File: config.mk
export PLATFORM = sky130hd
export DESIGN_NAME = q1es_term_unit
export DESIGN_NICKNAME = d
export VERILOG_FILES = /design/src/sv/q1es_pkg.sv /design/src/sv/q1es_term_unit.sv
export SDC_FILE = /design/constraint.sdc
export NUM_CORES = 2
export LEC_CHECK = 0
export ABC_AREA = 1
export BUFFER_PORTS_ARGS = -buffer_cell sky130_fd_sc_hd__clkbuf_2
export CORE_MARGIN = 10
export CORE_UTILIZATION = 40
export CTS_CLUSTER_SIZE = 12
export DETAILED_ROUTE_END_ITERATION = 10
export GPL_TIMING_DRIVEN = 0
export SETUP_SLACK_MARGIN = 0.5
export SLEW_MARGIN = 25
export SYNTH_ARGS = -nofsm -noshare
export SYNTH_HDL_FRONTEND = slang
export SYNTH_SLANG_ARGS = --single-unit
File: constraint.sdc
create_clock -name clock -period 7.8 [get_ports clock]
set_input_delay 1.56 -clock clock [delete_from_list [all_inputs] [get_ports clock]]
set_output_delay 1.56 -clock clock [all_outputs]
set_load 0.005 [all_outputs]
File: src/sv/q1es_pkg.sv
// ----------------------------------------------------------------------------
// q1es_pkg: shared types and constants for the Q1 element stiffness block
// Widths, the pipeline tag and the saturating accumulate helper.
// ----------------------------------------------------------------------------
package q1es_pkg;

   localparam int NUM_BASIS   = 4;
   localparam int NUM_ENTRIES = NUM_BASIS * NUM_BASIS;
   localparam int BASIS_W     = $clog2(NUM_BASIS);
   localparam int ENTRY_W     = $clog2(NUM_ENTRIES);

   localparam int GRAD_W  = 16;
   localparam int WGT_W   = 16;
   localparam int PAIR_W  = 2 * GRAD_W;        // one gradient product
   localparam int ABS_W   = 2 * GRAD_W;        // |dx*dx + dy*dy| <= 2^31
   localparam int SCALE_W = 2 * WGT_W;         // weight * |det|
   localparam int PROD_W  = ABS_W + SCALE_W;
   localparam int RND_SH  = 34;                // 50 -> 16 fraction bits
   localparam int MAG_W   = 29;                // rounded magnitude < 2^28 + 1
   localparam int TERM_W  = MAG_W + 1;
   localparam int ACC_W   = 40;

   typedef logic signed [GRAD_W-1:0] grad_type;
   typedef logic signed [TERM_W-1:0] term_type;
   typedef logic signed [ACC_W-1:0]  acc_type;

   // travels alongside each term through the pipeline
   typedef struct packed {
      logic valid;
      logic last;    // final entry of the current point
   } tag_type;

   localparam acc_type ACC_MAX = {1'b0, {(ACC_W-1){1'b1}}};
   localparam acc_type ACC_MIN = {1'b1, {(ACC_W-1){1'b0}}};

   function automatic acc_type sat_add(acc_type acc, term_type term);
      logic signed [ACC_W:0] sum;
      sum = {acc[ACC_W-1], acc} + (ACC_W+1)'(term);
      if (sum[ACC_W] != sum[ACC_W-1]) begin
         sat_add = sum[ACC_W] ? ACC_MIN : ACC_MAX;
      end else begin
         sat_add = sum[ACC_W-1:0];
      end
   endfunction

endpackage

File: src/sv/q1es_term_unit.sv
// ----------------------------------------------------------------------------
// q1es_term_unit: shared pipelined term datapath
// Four stages: gradient products, sum and magnitude, scale multiply, rounding.
// ----------------------------------------------------------------------------
module q1es_term_unit (
   input  logic                       clock,
   input  logic                       reset,
   input  q1es_pkg::tag_type          issue,
   input  q1es_pkg::grad_type         gx_i,
   input  q1es_pkg::grad_type         gx_j,
   input  q1es_pkg::grad_type         gy_i,
   input  q1es_pkg::grad_type         gy_j,
   input  logic [q1es_pkg::SCALE_W-1:0] scale,
   output q1es_pkg::tag_type          term_tag,
   output q1es_pkg::term_type         term_value
);
   import q1es_pkg::*;

   tag_type                   tag_a_ff, tag_b_ff, tag_c_ff, tag_d_ff;
   logic signed [PAIR_W-1:0]  px_ff, py_ff;
   logic [ABS_W-1:0]          abs_ff, abs_in;
   logic                      pos_b_ff, pos_c_ff, pos_in;
   logic [PROD_W-1:0]         prod_ff;
   term_type                  term_ff, term_in;

   logic signed [PAIR_W:0]    sum;
   logic [PROD_W-1:0]         rnd;
   logic [MAG_W-1:0]          mag;

   // stage B: exact sum, sign and magnitude
   always_comb begin
      sum    = {px_ff[PAIR_W-1], px_ff} + {py_ff[PAIR_W-1], py_ff};
      pos_in = !sum[PAIR_W] && (sum != '0);
      abs_in = sum[PAIR_W] ? ABS_W'(-sum) : sum[ABS_W-1:0];
   end

   // stage D: round half away from zero, apply sign
   always_comb begin
      rnd     = prod_ff + (PROD_W'(1) << (RND_SH - 1));
      mag     = rnd[RND_SH +: MAG_W];
      term_in = pos_c_ff ? -$signed({1'b0, mag}) : $signed({1'b0, mag});
   end

   always_ff @(posedge clock) begin
      if (reset) begin
         tag_a_ff <= '0;
         tag_b_ff <= '0;
         tag_c_ff <= '0;
         tag_d_ff <= '0;
      end else begin
         tag_a_ff <= issue;
         tag_b_ff <= tag_a_ff;
         tag_c_ff <= tag_b_ff;
         tag_d_ff <= tag_c_ff;
      end
   end

   always_ff @(posedge clock) begin
      px_ff    <= gx_i * gx_j;
      py_ff    <= gy_i * gy_j;
      abs_ff   <= abs_in;
      pos_b_ff <= pos_in;
      prod_ff  <= abs_ff * scale;
      pos_c_ff <= pos_b_ff;
      term_ff  <= term_in;
   end

   assign term_tag   = tag_d_ff;
   assign term_value = term_ff;

endmodule

[Yosys cells after proc, flatten, opt, wreduce, memory -nomap -nowiden]
Cells that the tools add are included.
Storage, ports and cells
  output and inout port bits: 32
  logic and storage cells: 28
  register bits: 199
Cells by class
  mux-type cells: 2
  $mul: 3
  add/subtract/negate cells: 4
  reductions and logical operators: 3
Operator list (count)
  $mul 16x16->32: 2
  $add 63x34->63 const B: 1
  $mul 32x32->63: 1
  $add 32x32->33: 1
  $reduce_bool 33->1: 1
  $mux 32: 1
  $neg 32->32: 1
  $neg 29->30: 1
  $mux 29: 1
  $logic_and 1x1->1: 1
  $logic_not 1->1: 1

[Depth between registers and ports, before layout]
  depth after elaboration: 3
  depth in mapped cells: 31

[Worst setup path before layout]
OpenSTA, ideal clock, no wires.
  path kind: input-to-reg
  start point: in scale[5] (netlist name)
  end point: reg prod_ff[55]
  path buffers: 1
  stages: 27
  required time: 7.688 ns
  path slack: 0.154 ns
  arrival time: 7.534 ns
  library setup time: 0.112 ns
  path through: clkbuf_1 nand2_1 fa_1 inv_1 fa_1 fa_1 inv_1 fa_1 inv_1 fa_1 fa_1 fa_1 inv_1 fa_1 inv_1 ha_1 nand2_1 nor2_1 inv_1 nor4_1 nand3_1 nand3_1 nand3_1 nand2_1 nand3_1 nand3_1 nand2_1
Between the ends
  longest elaborated chain between the ends: 1
RTL lines
  start, declared: RTL line q1es_term_unit.sv:13  | input logic [q1es_pkg::SCALE_W-1:0] scale,
  $mul 32x32->63: RTL line q1es_term_unit.sv:63  | prod_ff <= abs_ff * scale;
  end signal, assigned: RTL line q1es_term_unit.sv:63
  end, declared: RTL line q1es_term_unit.sv:23  | logic [PROD_W-1:0] prod_ff;
Every way passes these cells.
A chain may end at the register's enable or synchronous reset.

[Worst setup path after layout]
  start point: in scale[18] (netlist name)
  end point: reg prod_ff[55]
The elaborated chain is that of the path after synthesis.

==> impl_metrics.py <==
metrics = {
    "floorplanning": {
        "die_h_um": 415,
        "start_util": 0.404,
        "die-width_um": 415,
        "row_count": 144,
        "core_sq_um": 155000,
        "dieArea_sq_um": 172000,
        "pin_count": 132,
    },
    "setup_path": {
        "setup.worst_path.start_class": "input port",
        "crit_top_cell": "fa_2",
        "cp-end-kind": "flop",
        "crit_path_max_fanout": 5,
        "cpMaxStageDelayCell": "fa_2",
        "critical_path.max_stage_delay_ns": 0.67,
        "crit_required_ns": 8.23,
        "crit_type": "in2reg",
        "cp_data_arrival_time_ns": 8.12,
    },
    "sta": {
        "post-route-period-util": 0.985,
        "skew_ns": 0.0550,
        "hold_violations": 0,
        "slew_headroom": 0.188,
        "fin_crit_ns": 7.69,
        "fmax_mhz": 130,
        "maxSlewViolCount": 0,
        "tns_ns": 0,
        "finalSetupViolCount": 0,
        "tightest_slew_ns": 1.22,
        "grt_setup_unrepaired": "yes",
    },
    "place": {
        "hpwl_um": 190000,
        "gp_congestion": 1.03,
        "numPortBuffers": 100,
    },
    "route": {
        "postRouteAntennaNets": 0,
        "wirelength_um": 233000,
        "drc": 0,
        "drtPass1Iterations": 5,
        "via_count": 52300,
        "drt_iter0_drc": 4183,
        "viasPerCell": 5.02,
        "avgRoutedWirePerCell_um": 22.3,
    },
    "cts": {
        "insertion_delay_ns": 0.58,
        "htreeDepth": 4,
        "clk_pin_slew_ns": 0.13,
        "cts_buffers": 17,
        "clockRootBuffer": "clkbuf_16",
        "clockBufferDepth": 2,
        "ctsHoldBuffers": 0,
        "clock-sinks": 166,
        "cts_tree": "done",
    },
    "synthesis": {
        "yosysWarnings": 0,
        "ys_types": 52,
        "synth.yosys.seq_area_share": 0.0532,
        "synth_area_per_cell_sq_um": 7.71,
        "ys_ff_latch": 166,
        "yosysMostFrequentCell": "inv_1",
        "netlist_instances": 8107,
        "syn_nets": 10100,
        "synth_flop_cell": "dfxtp_1",
        "synth_top_cell_by_area": "fa_1",
        "synth-edff-count": 0,
        "synthDominantCellAreaShare": 0.455,
        "postSynth.asyncResetShare": 0,
        "syn_area_sq_um": 62500,
        "ys_top_cells_by_count": "2,524 x inv_1, 2,132 x nand2_1, 1,419 x fa_1",
        "synthTopCellsByArea": "fa_1 45%, inv_1 15%, nand2_1 13%",
    },
    "cells_and_area": {
        "nets": 10300,
        "drive_gt1_frac": 0.106,
        "syn2layout_area_growth_pct": 13.6,
        "n_fill_cell": 15500,
    },
    "global_route": {
        "grt.overflow.total": 0,
        "grt_max_degree": 22,
        "grt_pass1_vias": 56200,
        "antenna_found_initial": 9,
        "grt_use_total": 0.271,
        "grt_pass1_wl_um": 349000,
    },
    "worst_hold_path": {
        "min_path_type": "reg2reg",
    },
    "status": {
        "status": "completed",
    },
    "job": {
        "cap_violations": 0,
    },
}
==> cell families (layout without fill, tap and decap cells) <==
family | Yosys count | count (layout) | share of synthesized area
buffers and inverters | 2821 | 3088 | 0.170
AOI/OAI and AO/OA | 349 | 349 | 0.0312
other | 0 | 2 | 0
and+or+nand+nor | 2707 | 2707 | 0.173
xor gates and xnor gates | 192 | 192 | 0.0273
adders and majority gates | 1872 | 1872 | 0.545
DFF | 166 | 166 | 0.0532
==> critical path: cells and delay by family <==
| family | cells | cell delay [ns] |
|---|---|---|
| AO/OA/AOI/OAI | 3 | 0.44 |
| buffers and inverters | 6 | 0.62 |
| AND/OR/NAND/NOR | 10 | 0.85 |
| adder cells (fa/ha/maj) | 9 | 4.62 |
==> final timing paths <==
path,start,endpoint,slack [ns],depth (start not counted)
setup / recovery,scale[18],prod_ff[55],0.11,28
hold / removal,pos_b_ff,pos_c_ff,0.35,0
setup reg to reg,abs_ff[15],prod_ff[55],0.20,26
hold reg to reg,pos_b_ff,pos_c_ff,0.35,0
==> cell type report <==
type	count	area [sq um]	share of cell area
multi-input combinational	5120	50100	0.706
inverter	2528	9490	0.134
sequential	166	3320	0.0468
buffer	293	2740	0.0386
tap	2044	2560	0.0360
timing repair buffer	235	2120	0.0298
clock buffer	17	425	0.00599
clock inverter	15	213	0.00300
antenna	2	5.00	0.0000705
==> timing repair <==
action,in CTS,in global routing
gates resized for setup,600,331
setup buffers,82,46
endpoints found under the setup margin,33,46
pin swaps,150,162
cloned,4,3
==> registers in the layout, summed over array words and instances (netlist names) <==
signal,flops
pos_c_ff,1
pos_b_ff,1
px_ff,32
py_ff,32
tag_c_ff,2
tag_b_ff,2
term_value,30
prod_ff,30
tag_a_ff,2
abs_ff,32
term_tag,2
==> per-layer routing <==
layer,vias to the layer above,share of wire,track usage
met4,10,0.079,0.167
met1,26000,0.37,0.322
met2,2298,0.46,0.442
met3,674,0.094,0.0657
met5,-,0.00027,0
li1,23300,-,-
==> cells in the final DEF, fill, tap and decap left out, drive strengths merged, types with 118 or more instances in the layout <==
cell type     n
inv        2535
nand2      2140
fa         1419
ha          453
clkbuf      392
nor2        290
a21oi       170
dfxtp       166
buf         152
nand3       133
xor2        118
==> through the flow <==
step                hold WS [ns]  instance area (sq um)  std cells  worst slack [ns]  utilization
finish                     0.347                  71000      10400             0.114        0.459
global route               0.344                  71000      10400            0.0299        0.459
CTS                        0.342                  69800      10400             0.176        0.451
detailed placement         0.313                  65700      10300             -1.51        0.425
global placement           0.316                  65700      10300             -1.59        0.425
floorplan                  0.310                  62700       8107             0.404            -
Power is left out: the tool's default activity adds up to more than one toggle a clock period on the data nets, which glitch-free logic cannot reach.
