===== src/sv/q1es_pkg.sv =====
// ----------------------------------------------------------------------------
// q1es_pkg: shared types and constants for the Q1 element stiffness block
// Widths, the pipeline tag and the saturating accumulate helper.
// ----------------------------------------------------------------------------
package q1es_pkg;

   localparam int NUM_BASIS   = 4;
   localparam int NUM_ENTRIES = NUM_BASIS * NUM_BASIS;
   localparam int BASIS_W     = $clog2(NUM_BASIS);
   localparam int ENTRY_W     = $clog2(NUM_ENTRIES);

   localparam int GRAD_W  = 16;
   localparam int WGT_W   = 16;
   localparam int PAIR_W  = 2 * GRAD_W;        // one gradient product
   localparam int ABS_W   = 2 * GRAD_W;        // |dx*dx + dy*dy| <= 2^31
   localparam int SCALE_W = 2 * WGT_W;         // weight * |det|
   localparam int PROD_W  = ABS_W + SCALE_W;
   localparam int RND_SH  = 34;                // 50 -> 16 fraction bits
   localparam int MAG_W   = 29;                // rounded magnitude < 2^28 + 1
   localparam int TERM_W  = MAG_W + 1;
   localparam int ACC_W   = 40;

   typedef logic signed [GRAD_W-1:0] grad_type;
   typedef logic signed [TERM_W-1:0] term_type;
   typedef logic signed [ACC_W-1:0]  acc_type;

   // travels alongside each term through the pipeline
   typedef struct packed {
      logic valid;
      logic last;    // final entry of the current point
   } tag_type;

   localparam acc_type ACC_MAX = {1'b0, {(ACC_W-1){1'b1}}};
   localparam acc_type ACC_MIN = {1'b1, {(ACC_W-1){1'b0}}};

   function automatic acc_type sat_add(acc_type acc, term_type term);
      logic signed [ACC_W:0] sum;
      sum = {acc[ACC_W-1], acc} + (ACC_W+1)'(term);
      if (sum[ACC_W] != sum[ACC_W-1]) begin
         sat_add = sum[ACC_W] ? ACC_MIN : ACC_MAX;
      end else begin
         sat_add = sum[ACC_W-1:0];
      end
   endfunction

endpackage


===== src/sv/q1es_acc_ring.sv =====
// ----------------------------------------------------------------------------
// q1es_acc_ring: circulating bank of saturating entry accumulators
// Entries rotate past a single head; updates and read-out both take the head.
// ----------------------------------------------------------------------------
module q1es_acc_ring (
   input  logic                clock,
   input  logic                reset,
   input  logic                update,
   input  q1es_pkg::term_type  term,
   input  logic                pop,
   output q1es_pkg::acc_type   head
);
   import q1es_pkg::*;

   acc_type acc_ff [NUM_ENTRIES];
   acc_type tail_in;

   always_comb begin
      tail_in = pop ? '0 : sat_add(acc_ff[0], term);
   end

   always_ff @(posedge clock) begin
      if (reset) begin
         for (int n = 0; n < NUM_ENTRIES; n++) begin
            acc_ff[n] <= '0;
         end
      end else if (update || pop) begin
         for (int n = 0; n < NUM_ENTRIES - 1; n++) begin
            acc_ff[n] <= acc_ff[n+1];
         end
         acc_ff[NUM_ENTRIES-1] <= tail_in;
      end
   end

   assign head = acc_ff[0];

endmodule


===== config.mk =====
export PLATFORM = sky130hd
export DESIGN_NAME = q1es_acc_ring
export DESIGN_NICKNAME = d
export VERILOG_FILES = /design/src/sv/q1es_pkg.sv /design/src/sv/q1es_acc_ring.sv
export SDC_FILE = /design/constraint.sdc
export NUM_CORES = 1
export LEC_CHECK = 0
export BUFFER_PORTS_ARGS = -buffer_cell sky130_fd_sc_hd__buf_2
export CAP_MARGIN = 20
export CORE_ASPECT_RATIO = 1.5
export CORE_MARGIN = 8
export CORE_UTILIZATION = 55
export CTS_CLUSTER_SIZE = 30
export DETAILED_ROUTE_END_ITERATION = 12
export PLACE_DENSITY_LB_ADDON = 0.3
export REMOVE_ABC_BUFFERS = 1
export SLEW_MARGIN = 10
export SYNTH_ARGS = -nofsm -noshare
export SYNTH_HDL_FRONTEND = slang
export SYNTH_SLANG_ARGS = --single-unit
export TNS_END_PERCENT = 50

===== constraint.sdc =====
create_clock -name clock -period 17.8 [get_ports clock]
set_input_delay 0.89 -clock clock [delete_from_list [all_inputs] [get_ports clock]]
set_output_delay 0.89 -clock clock [all_outputs]
set_load 0.03 [all_outputs]

; Yosys cells after proc, flatten, opt, wreduce, memory -nomap -nowiden
; Memories as Yosys holds them, arrays and structs flattened.
; Index checks and enable logic that the tools add are counted.
; Widths: inputs -> output; s select.
[word_totals]
regBits = 0
mem_bits_rw = 640
inputBits = 34
output_inout_bits = 40
elab_cells = 44
n_memories = 1
[op_classes]
n_addsub = 1
eq_ne = 1
n_mux = 24
bitwise = 16
n_reduce_logical = 1
[memory_table]
columns = memory, words, width, read_ports, rd_clocked_by_memory_dff, write_ports, line_no
row1 = acc_ff, 16, 40, 16, 0, 16, q1es_acc_ring.sv:15  ; acc_type acc_ff [NUM_ENTRIES];
[ops]
columns = cell, n
row1 = $mux 40, 19
row2 = $add 40x30->41, 1
row3 = $or 1x1->1, 16
row4 = $mux 1, 5
row5 = $logic_or 1x1->1, 1
row6 = $ne 1x1->1, 1

; Logic depth before layout (Yosys ltp)
; Gate-level depths: netlist of the first run.
[depth]
ltp_word = 5
depth_mapped = 14
depth_no_buf = 12

; Worst setup path after synthesis of the first run
; Ideal clock, no wire load.
[synth_path]
path_kind = input -> register
start = input port reset
end = memory acc_ff[0][0] (netlist bit), enable pin
setup_ps = 1053
arrival_time_ps = 15069
t_required_ps = 16747
slack_ps = 1677
cell_stages = 3
n_path_buf = 2
path_cell_list = clkbuf_1 clkbuf_1 or3_1
[synth_lines]
columns = element, line_no
row1 = "start, declared", q1es_acc_ring.sv:7  ; input logic reset,
row2 = "end, declared", q1es_acc_ring.sv:15

==> reports/summary.txt, run 1 <==
Cells after Synth -> 1734
Final weighted congestion in routability-driven placement -> 0.837
Net count, final -> 1823
Clock sink count -> 640
Hold_sp -> acc_ff[0][79]$_SDFFCE_PN0P_
Synth warn -> 0
Slew @ Worst Pin -> 1.34 ns
# fillers -> 3479
Layout area overhead -> 9.53%
PD cells -> 113 nW/µm²
Reg clk slew, reported paths -> 0.07 ns
Req. time, crit path -> 18.26 ns
Critical Path Sink Type -> register
Final Setup Violations -> 0
Max-cap violations -> 0
Routed wire length -> 43300 µm
Post CTS Setup Buffer Count -> 0
Cell taking the most area after synthesis -> edfxtp_1
WP data arrival -> 4.34 ns
Initial DRC Count -> 990
Clock latency on the worst-skew pair -> 0.59 ns
Area contributors post-synth -> edfxtp_1, and2_1, nor2b_1, ha_1, a21o_1
Largest net degree at the start of global routing -> 214
Max Transition Viols Final -> 0
Final min period -> 3.88 ns
DIE AREA -> 55200 µm²
Leak -> 0.0118 µW
Nature of the critical path startpoint -> register
Crit Reg-Reg Startpoint -> acc_ff[0][8]$_SDFFCE_PN0P_
Vias in the first global route -> 12800
Post-Syn Area -> 26300 µm²
Antenna-violating nets left -> 0
Starting density of the core -> 55.4%
Yosys cell types -> 59
Crit-path max FO -> 23
Top Registers -> acc_ff: 640 flops
Peak VDD IR -> 0.0707 mV
Hold EP -> acc_ff[0][39]$_SDFFCE_PN0P_
Remaining DRCs -> 0
Design Area, Final -> 28800 µm²
Max FFs per register -> 640
Setup CP Type -> register to register
WL per Instance -> 18.1 µm
Total gr overflow -> 0
Share of layout cells above drive strength 1 -> 10.5%
Seq/Total Area, Yosys -> 73.0%
Fin Setup TNS -> 0 ns
EDFF count, synth -> 640
Ys flop type -> edfxtp_1
Rows -> 98
CTS tree -> yes
Reg with most FFs -> acc_ff
Average size of a mapped cell -> 15.2 µm²
Core box area -> 47500 µm²
Final Hold Vio Count -> 0
Vert. Die Dim -> 284 µm
Via count -> 12800
CTS Buf Count -> 58
Worst-case clock skew -> 0.0184 ns
FFs w/ async S/R, synth -> 0%
Area after DPL -> 26900 µm²
Post-cts sizing count -> 0
RR Endpoint -> acc_ff[0][602]$_SDFFCE_PP0P_
Dpl ws -> 13.48 ns
Hold_buf cts -> 0
Commonest cells after routing, fill and taps aside -> edfxtp_1, and2_1, nor2b_1
First-pass GRT wire length -> 70800 µm
Port bufs -> 73
# IOs -> 74
WHS Path Cells -> 1
Number of H-tree levels -> 2
Clock Root Buffer -> clkbuf_16
RSZ-0062 raised after global routing -> no
R2R cell count -> 11
Commonest non-fill, non-tap cell in the layout -> edfxtp_1
Worst setup margin -> 13.92 ns
Synthesized flop and latch total -> 640
Drt pass-1 iters -> 5
Vias per inst -> 5.37
CTS Buffer Depth -> 3
Rel. slew slack -> 10.5%
All-Layer GR Usage -> 15.8%
Antenna fix cells -> 0
Fmax -> 258 MHz
Final Cycle Share -> 21.8%
Die width -> 195 µm
Status -> complete, no violations
Hold crit path type -> register to register
Yosys top cell area share -> 73.0%
Initial antenna violation count -> 0
Hpwl dp -> 25300 µm
FF-to-FF setup slack -> 13.92 ns
[worst max-delay path, stage by stage (launching register included)]
cell,delay (ns)
edfxtp_1,0.53
ha_1,0.43
a21oi_1,0.11
o21ai_0,0.45
o2bb2ai_2,0.22
a211o_1,0.19
nand2_2,0.12
o31ai_4,0.29
xnor2_2,0.17
nor4_4,0.64
buf_4,0.41
a31o_2,0.15
[worst max path at each step]
stage                     slack [ns]                            to                       start  depth (start not counted)
after detailed placement       13.48  acc_ff[0][602]$_SDFFCE_PP0P_                     term[0]                         14
after CTS                      13.93  acc_ff[0][602]$_SDFFCE_PP0P_  acc_ff[0][8]$_SDFFCE_PN0P_                         11
after global placement         13.51  acc_ff[0][602]$_SDFFCE_PP0P_                     term[0]                         14
after floorplan                 2.27    acc_ff[0][0]$_SDFFCE_PN0P_                      update                          1
final                          13.92  acc_ff[0][602]$_SDFFCE_PP0P_  acc_ff[0][8]$_SDFFCE_PN0P_                         11
after global routing           13.72  acc_ff[0][602]$_SDFFCE_PP0P_  acc_ff[0][8]$_SDFFCE_PN0P_                         11
[metrics by stage]
| step | std cells | hold WS, ns | util, % | power, µW |
|---|---|---|---|---|
| 2_1_floorplan | 1600 | 0.497 | - | 2010 |
| 3_3_place_gp | 2284 | 0.499 | 56.6 | 2060 |
| 3_5_place_dp | 2285 | 0.502 | 56.7 | 2060 |
| 4_1_cts | 2390 | 0.517 | 60.6 | 3290 |
| 5_1_grt | 2393 | 0.526 | 60.7 | 3370 |
| 6_report | 2393 | 0.515 | 60.7 | 3260 |
[power by group]
group | internal, µW | switching (µW)
Sequential | 1780 | 31.2
Combinational | 86.0 | 137
Clock | 693 | 529
[layer usage]
layer	track usage, %	up-vias	routed length [µm]
met1	22.1	6356	19700
met3	2.60	100	1590
met2	24.6	248	20300
met5	0	-	0
met4	6.55	0	1650
li1	-	6137	-
[final cells by class]
cell class / count / area, µm² / area share, %
Inverter: 11 / 41.3 / 0.143
Tap cell: 600 / 751 / 2.61
Timing Repair Buffer: 88 / 589 / 2.05
Multi-Input combinational cell: 949 / 6370 / 22.1
Clock buffer: 72 / 1530 / 5.29
Clock inverter: 33 / 319 / 1.11
Sequential cell: 640 / 19200 / 66.7
[synth_stat cells, types with 3 or more instances]
master,n
a211o_1,3
a211oi_2,3
a21o_1,56
a21oi_1,40
a31o_2,3
a31oi_1,4
and2_1,401
and3_1,3
and4_1,5
buf_4,41
buf_6,5
clkbuf_1,86
edfxtp_1,640
ha_1,40
inv_1,11
nand2_1,21
nand2b_1,7
nand3_1,9
nand4_1,14
nor2_1,25
nor2b_1,202
nor3_1,8
o211ai_1,3
o21a_1,8
o21ai_0,16
o21bai_1,5
or3_1,3
xnor2_1,24
xor2_1,10
[cells by family after synthesis]
kind of cell | after synthesis | share of synthesized area [%]
compound gates | 164 | 4.48
simple gates | 708 | 16.5
fa+ha+maj | 42 | 2.02
buf+inv | 145 | 2.81
flops | 640 | 73.0
xor+xnor | 35 | 1.19
(Power assumes the default switching activity.)
==> run 2, diff against run 1 <==
--- a/config.mk
+++ b/config.mk
@@ -5,6 +5,7 @@
 export SDC_FILE = /design/constraint.sdc
 export NUM_CORES = 1
 export LEC_CHECK = 0
+export ABC_AREA = 1
 export BUFFER_PORTS_ARGS = -buffer_cell sky130_fd_sc_hd__buf_2
 export CAP_MARGIN = 20
 export CORE_ASPECT_RATIO = 1.5
==> constraint.sdc (replaced) <==
create_clock -name clock -period 3.5 [get_ports clock]
set_input_delay 0.175 -clock clock [delete_from_list [all_inputs] [get_ports clock]]
set_output_delay 0.175 -clock clock [all_outputs]
set_load 0.03 [all_outputs]
==> reports/summary.txt, run 2 <==
Via count -> 15700 (was 12800)
Critical Path Sink Type -> register (unchanged)
Max-cap violations -> 0 (unchanged)
All-Layer GR Usage -> 17.4% (was 15.8%)
Largest net degree at the start of global routing -> 102 (was 214)
Synth warn -> 0 (unchanged)
Post-synth top cells -> inv_1, nor2_1, edfxtp_1, nand2_1, clkbuf_1 (was edfxtp_1, and2_1, nor2b_1, clkbuf_1, a21o_1)
Status -> complete, no violations (unchanged)
Remaining DRCs -> 0 (unchanged)
Max Transition Viols Final -> 0 (unchanged)
DIE AREA -> 57800 µm² (was 55200 µm²)
Vias per inst -> 4.76 (was 5.37)
Cells after Synth -> 2544 (was 1734)
Top Registers -> acc_ff: 640 flops (unchanged)
Final weighted congestion in routability-driven placement -> 0.855 (was 0.837)
Cell taking the most area after synthesis -> edfxtp_1 (unchanged)
CTS Buf Count -> 58 (unchanged)
FFs w/ async S/R, synth -> 0% (unchanged)
Fin Setup TNS -> 0 ns (unchanged)
Reg clk slew, reported paths -> 0.06 ns (was 0.07 ns)
Initial antenna violation count -> 2 (was 0)
Setup CP Type -> register to register (unchanged)
PD cells -> 555 nW/µm² (was 113 nW/µm²)
# IOs -> 74 (unchanged)
Final Cycle Share -> 84.6% (was 21.8%)
Initial DRC Count -> 896 (was 990)
Post-Route Utilization -> 61.4% (was 60.7%)
Routed wire length -> 49500 µm (was 43300 µm)
Hpwl dp -> 33000 µm (was 25300 µm)
Drt pass-1 iters -> 5 (unchanged)
Fmax -> 338 MHz (was 258 MHz)
Worst hold margin -> 0.0583 ns (was 0.515 ns)
CTS tree -> yes (unchanged)
Clock Root Buffer -> clkbuf_16 (unchanged)
Clock latency on the worst-skew pair -> 0.59 ns (about the same)
RSZ-0062 raised after global routing -> no (unchanged)
Total gr overflow -> 0 (unchanged)
WL per Instance -> 15.0 µm (was 18.1 µm)
Seq/Total Area, Yosys -> 69.6% (was 73.0%)
Peak VDD IR -> 0.384 mV (was 0.0707 mV)
Area contributors post-synth -> edfxtp_1, inv_1, nor2_1, nand2_1, ha_1 (was edfxtp_1, and2_1, nor2b_1, ha_1, a21o_1)
Vert. Die Dim -> 290 µm (was 284 µm)
Core box area -> 49700 µm² (was 47500 µm²)
Antenna-violating nets left -> 0 (unchanged)
CTS Buffer Depth -> 3 (unchanged)
Nature of the critical path startpoint -> register (unchanged)
Count leader, synth -> inv_1 (was edfxtp_1)
Req. time, crit path -> 3.82 ns (was 18.26 ns)
Commonest cells after routing, fill and taps aside -> inv_1, nor2_1, edfxtp_1 (was edfxtp_1, and2_1, nor2b_1)
Clock sink count -> 640 (unchanged)
Share of layout cells above drive strength 1 -> 9.49% (was 10.5%)
Post-Syn Area -> 27600 µm² (was 26300 µm²)
Slew @ Worst Pin -> 0.983 ns (was 1.34 ns)
Final Hold Vio Count -> 0 (unchanged)
Commonest non-fill, non-tap cell in the layout -> inv_1 (was edfxtp_1)
Ys flop type -> edfxtp_1 (unchanged)
Yosys top cell area share -> 69.6% (was 73.0%)
Synthesized flop and latch total -> 640 (unchanged)
EDFF count, synth -> 640 (unchanged)
Final Setup Violations -> 0 (unchanged)
Net count, final -> 2671 (was 1823)
Crit-path max FO -> 30 (was 23)
Average size of a mapped cell -> 10.8 µm² (was 15.2 µm²)
# fillers -> 3987 (was 3479)
Leak -> 0.0128 µW (was 0.0118 µW)
Post CTS Setup Buffer Count -> 0 (unchanged)
Hold crit path type -> input pin to register (was register to register)
Rows -> 100 (was 98)
Yosys cell types -> 39 (was 59)
Port bufs -> 73 (unchanged)
Layout area overhead -> 10.5% (was 9.53%)
Number of H-tree levels -> 2 (unchanged)
WP data arrival -> 3.28 ns (was 4.34 ns)
Starting density of the core -> 55.6% (was 55.4%)
Worst-case clock skew -> 0.0158 ns (was 0.0184 ns)
Rel. slew slack -> 34.5% (was 10.5%)
Die width -> 199 µm (was 195 µm)
Max FFs per register -> 640 (unchanged)
Vias in the first global route -> 15900 (was 12800)
FF-to-FF setup slack -> 0.54 ns (was 13.92 ns)
Reg with most FFs -> acc_ff (unchanged)
Final min period -> 2.96 ns (was 3.88 ns)
First-pass GRT wire length -> 81000 µm (was 70800 µm)
run 2: changes by cell type after synthesis, moves of 7 or more:
| cell | previous run | this run |
|---|---|---|
| xnor2_1 | 24 | 15 |
| and2_1 | 401 | 1 |
| a21o_1 | 56 | 4 |
| nand2_1 | 21 | 194 |
| nor2b_1 | 202 | 0 |
| nand2b_1 | 7 | 0 |
| clkbuf_1 | 86 | 66 |
| o21ai_2 | 0 | 28 |
| inv_1 | 11 | 670 |
| nand3_1 | 9 | 25 |
| nor2_1 | 25 | 667 |
run 2: per-layer routing:
layer  up-vias  track usage [%]  share of wire, %
li1       7906                -                 -
met1      7518             22.7                43
met2       241             29.5                50
met3        82             2.83               4.2
met4         2             5.29               2.6
met5         -                0             0.020
run 2: area by class of cell:
cell class / instances / area, µm² / share of cell area (%)
multi-input cells: 1120 / 5260 / 17.2
inverters: 671 / 2520 / 8.26
diodes: 2 / 5.00 / 0.0164
flip-flops and latches: 640 / 19200 / 63.0
clock buffers: 70 / 1560 / 5.11
clock inverters: 39 / 357 / 1.17
well taps: 663 / 830 / 2.72
repair buffers: 105 / 764 / 2.51
run 2: through the flow:
step | setup slack, ns | std cells | total power [µW] | area [µm²]
5_1_grt | 0.341 | 3309 | 17600 | 30500
2_1_floorplan | -10.53 | 2431 | 10400 | 27000
3_3_place_gp | 0.603 | 3198 | 10700 | 28600
6_report | 0.539 | 3310 | 16900 | 30500
3_5_place_dp | 0.528 | 3198 | 10800 | 28600
4_1_cts | 0.518 | 3308 | 17100 | 30500
run 2: kinds of logic after synthesis:
group	share of synthesized area, %
adders and majority gates	1.89
DFF	69.6
buffers and inverters	11.4
AOI/OAI and AO/OA	2.67
xor gates and xnor gates	0.825
and+or+nand+nor	13.6
run 2: critical path, stage by stage, from the launching register on:
cell,delay [ns]
edfxtp_1,0.36
ha_1,0.21
inv_1,0.08
fa_1,0.40
inv_1,0.10
nand2_1,0.05
nand2_1,0.09
nand3_1,0.09
nand2_2,0.11
nand2_1,0.07
nand3_2,0.11
nand2_2,0.07
nand2_1,0.08
nand2_2,0.08
nand2_4,0.11
nand2_4,0.10
nand2_4,0.43
nor2_1,0.10
run 2: timing repair:
item                      4_1_cts  5_1_grt
resized for setup               0        0
hold endpoints to repair       19        0
hold buffers                    1        0
run 2: where the power goes:
part	total (µW)	switching, µW	internal, µW
sequential	9210	170	9050
combinational	1380	961	415
clock	6330	2710	3620
total	16900	3840	13100
run 2: final timing paths:
check	from	endpoint	depth (start not counted)
min reg2reg	acc_ff[0][465]$_SDFFCE_PP0P_	acc_ff[0][425]$_SDFFCE_PP0P_	2
min	term[0]	acc_ff[0][600]$_SDFFCE_PP0P_	4
max	acc_ff[0][0]$_SDFFCE_PN0P_	acc_ff[0][600]$_SDFFCE_PP0P_	17
max reg2reg	acc_ff[0][0]$_SDFFCE_PN0P_	acc_ff[0][600]$_SDFFCE_PP0P_	17
==> run 3, diff against run 2 <==
==> constraint.sdc (replaced) <==
create_clock -name clock -period 2.75 [get_ports clock]
set_input_delay 0.1375 -clock clock [delete_from_list [all_inputs] [get_ports clock]]
set_output_delay 0.1375 -clock clock [all_outputs]
set_load 0.03 [all_outputs]
==> reports/summary.txt, run 3 (synthesis results as in run 2) <==
Number of H-tree levels -> 2 (unchanged)
Final weighted congestion in routability-driven placement -> 0.912 (was 0.855)
Internal Dissipation -> 16700 µW (was 13100 µW)
Net count, final -> 2692 (was 2671)
Routed wire length -> 50900 µm (was 49500 µm)
Clock Root Buffer -> clkbuf_16 (unchanged)
Rows -> 100 (unchanged)
Crit-path max FO -> 10 (was 30)
Slew @ Worst Pin -> 0.618 ns (was 0.983 ns)
Layout area overhead -> 12.1% (was 10.5%)
CTS tree -> yes (unchanged)
Fin cells -> 3329 (was 3310)
Total gr overflow -> 0 (unchanged)
Switching share of power -> 23.0% (was 22.7%)
Hold crit path type -> input pin to register (unchanged)
Combinational Power Share -> 8.7% (was 8.1%)
Crit path cell chain -> ha_1 > nand2_1 > nor2_2 > nand2_1 > nor2_1 > nand2_1 > nand3_2 > nand2_1 > nand2_1 > nand2_2 > nand2_4 > nand2_8 > nand2_8 > clkbuf_16 > o21ai_2 (was ha_1 > inv_1 > fa_1 > inv_1 > nand2_1 > nand2_1 > nand3_1 > nand2_2 > nand2_1 > nand3_2 > nand2_2 > nand2_1 > nand2_2 > nand2_4 > nand2_4 > nand2_4 > nor2_1)
Critical Path Sink Type -> register (unchanged)
Pwr Total -> 21700 µW (was 16900 µW)
Crit-path slowest cell -> edfxtp_1 (was nand2_4)
Final Setup Violations -> 0 (unchanged)
Leak -> 0.0130 µW (was 0.0128 µW)
Commonest cells after routing, fill and taps aside -> inv_1, nor2_1, edfxtp_1 (unchanged)
Antenna-violating nets left -> 0 (unchanged)
CTS Buf Count -> 57 (was 58)
Clock latency on the worst-skew pair -> 0.59 ns (about the same)
Setup CP Type -> register to register (unchanged)
Remaining DRCs -> 0 (unchanged)
Sw Pwr -> 4990 µW (was 3840 µW)
All-Layer GR Usage -> 17.5% (was 17.4%)
# IOs -> 74 (unchanged)
Top Registers -> acc_ff: 640 flops (unchanged)
Nature of the critical path startpoint -> register (unchanged)
Req. time, crit path -> 3.08 ns (was 3.82 ns)
Initial antenna violation count -> 0 (was 2)
Vias in the first global route -> 15900 (about the same)
Antenna fix cells -> 0 (was 2)
Final Cycle Share -> 95.0% (was 84.6%)
Most common cell on crit path -> nand2_1 (unchanged)
Reg clk slew, reported paths -> 0.06 ns (about the same)
Die width -> 199 µm (unchanged)
Share of layout cells above drive strength 1 -> 11.3% (was 9.49%)
Vias per inst -> 4.75 (was 4.76)
Starting density of the core -> 55.6% (unchanged)
Worst path bufs/invs -> 1 (was 2)
Fmax -> 383 MHz (was 338 MHz)
CP delay by family, top -> simple AND/OR/NAND/NOR gates (unchanged)
Clock network power share -> 37.2% (was 37.4%)
Vert. Die Dim -> 290 µm (unchanged)
Core box area -> 49700 µm² (unchanged)
CP peak stage delay -> 0.41 ns (was 0.43 ns)
Via count -> 15800 (was 15700)
Worst-case clock skew -> 0.0194 ns (was 0.0158 ns)
CTS Buffer Depth -> 3 (unchanged)
WL per Instance -> 15.3 µm (was 15.0 µm)
Initial DRC Count -> 1012 (was 896)
Seq pwr share -> 54.1% (was 54.5%)
Reg with most FFs -> acc_ff (unchanged)
Max-cap violations -> 0 (unchanged)
Placed cells -> 3215 (was 3198)
Clock sink count -> 640 (unchanged)
Commonest non-fill, non-tap cell in the layout -> inv_1 (unchanged)
PD cells -> 701 nW/µm² (was 555 nW/µm²)
Largest net degree at the start of global routing -> 103 (was 102)
Port bufs -> 73 (unchanged)
Status -> complete, no violations (unchanged)
Max FFs per register -> 640 (unchanged)
Max Transition Viols Final -> 0 (unchanged)
Rel. slew slack -> 58.8% (was 34.5%)
Peak VDD IR -> 0.592 mV (was 0.384 mV)
WP data arrival -> 2.94 ns (was 3.28 ns)
Final min period -> 2.61 ns (was 2.96 ns)
DIE AREA -> 57800 µm² (unchanged)
Final Hold Vio Count -> 0 (unchanged)
Drt pass-1 iters -> 5 (unchanged)
Hpwl dp -> 33700 µm (was 33000 µm)
First-pass GRT wire length -> 81000 µm (about the same)
==> run 3: stage by stage <==
step                area, µm²  TNS (ns)  utilization (%)  hold WS, ns  worst slack, ns
finish                  30900         0             62.3       0.0497            0.138
global route            30900   -0.0204             62.3       0.0393         -0.00659
CTS                     30700         0             61.8       0.0109           0.0270
detailed placement      28800  -0.00373             57.9        0.522         -0.00373
global placement        28800   -0.0770             57.9        0.509          -0.0770
floorplan               27000  -8373.68                -        0.323           -11.24
==> run 3: worst paths after layout <==
check                           slack (ns)                          from  cells past startpoint                      endpoint
worst max-delay path                  0.14   acc_ff[0][13]$_SDFFCE_PN0P_                     15  acc_ff[0][627]$_SDFFCE_PP0P_
worst min-delay path                  0.05                        update                      3  acc_ff[0][327]$_SDFFCE_PN0P_
worst max register to register        0.14   acc_ff[0][13]$_SDFFCE_PN0P_                     15  acc_ff[0][627]$_SDFFCE_PP0P_
worst min register to register        0.53  acc_ff[0][620]$_SDFFCE_PP0P_                      2  acc_ff[0][580]$_SDFFCE_PP0P_
==> run 3: layout make-up <==
cell class                 count  area [µm²]
clock buffer                  63        1490
timing repair buffer         126        1010
fill                        3943       18700
sequential                   640       19200
clock inverter                45         412
inverter                     671        2520
multi-input combinational   1121        5460
tap                          663         830
==> run 3: power groups by stage <==
stage	sequential, µW	combinational (µW)	clock, µW
finish	11700	1880	8070
floorplan	12000	1190	0
CTS	11700	1840	8280
global route	11800	2110	8600
detailed placement	11900	1820	0
global placement	11900	1800	0
==> run 3: tightest hold or removal path, stage by stage <==
cell,delay (ns)
buf_2,0.15
o21bai_4,0.14
nor2_1,0.10
==> run 3: repair_timing <==
item,CTS,global route
endpoints found under the hold margin,1,0
resized for setup,2,30
buffers inserted,1,2
hold buffers,1,0
cloned,0,2
pin swaps,0,4
setup endpoints to repair,17,39
==> run 3: per-layer routing <==
metal  GRT usage (%)  wire length (µm)
met5               0                 0
met4            5.31              1340
met3            2.97              2070
met2            30.1             25800
met1            22.3             21700
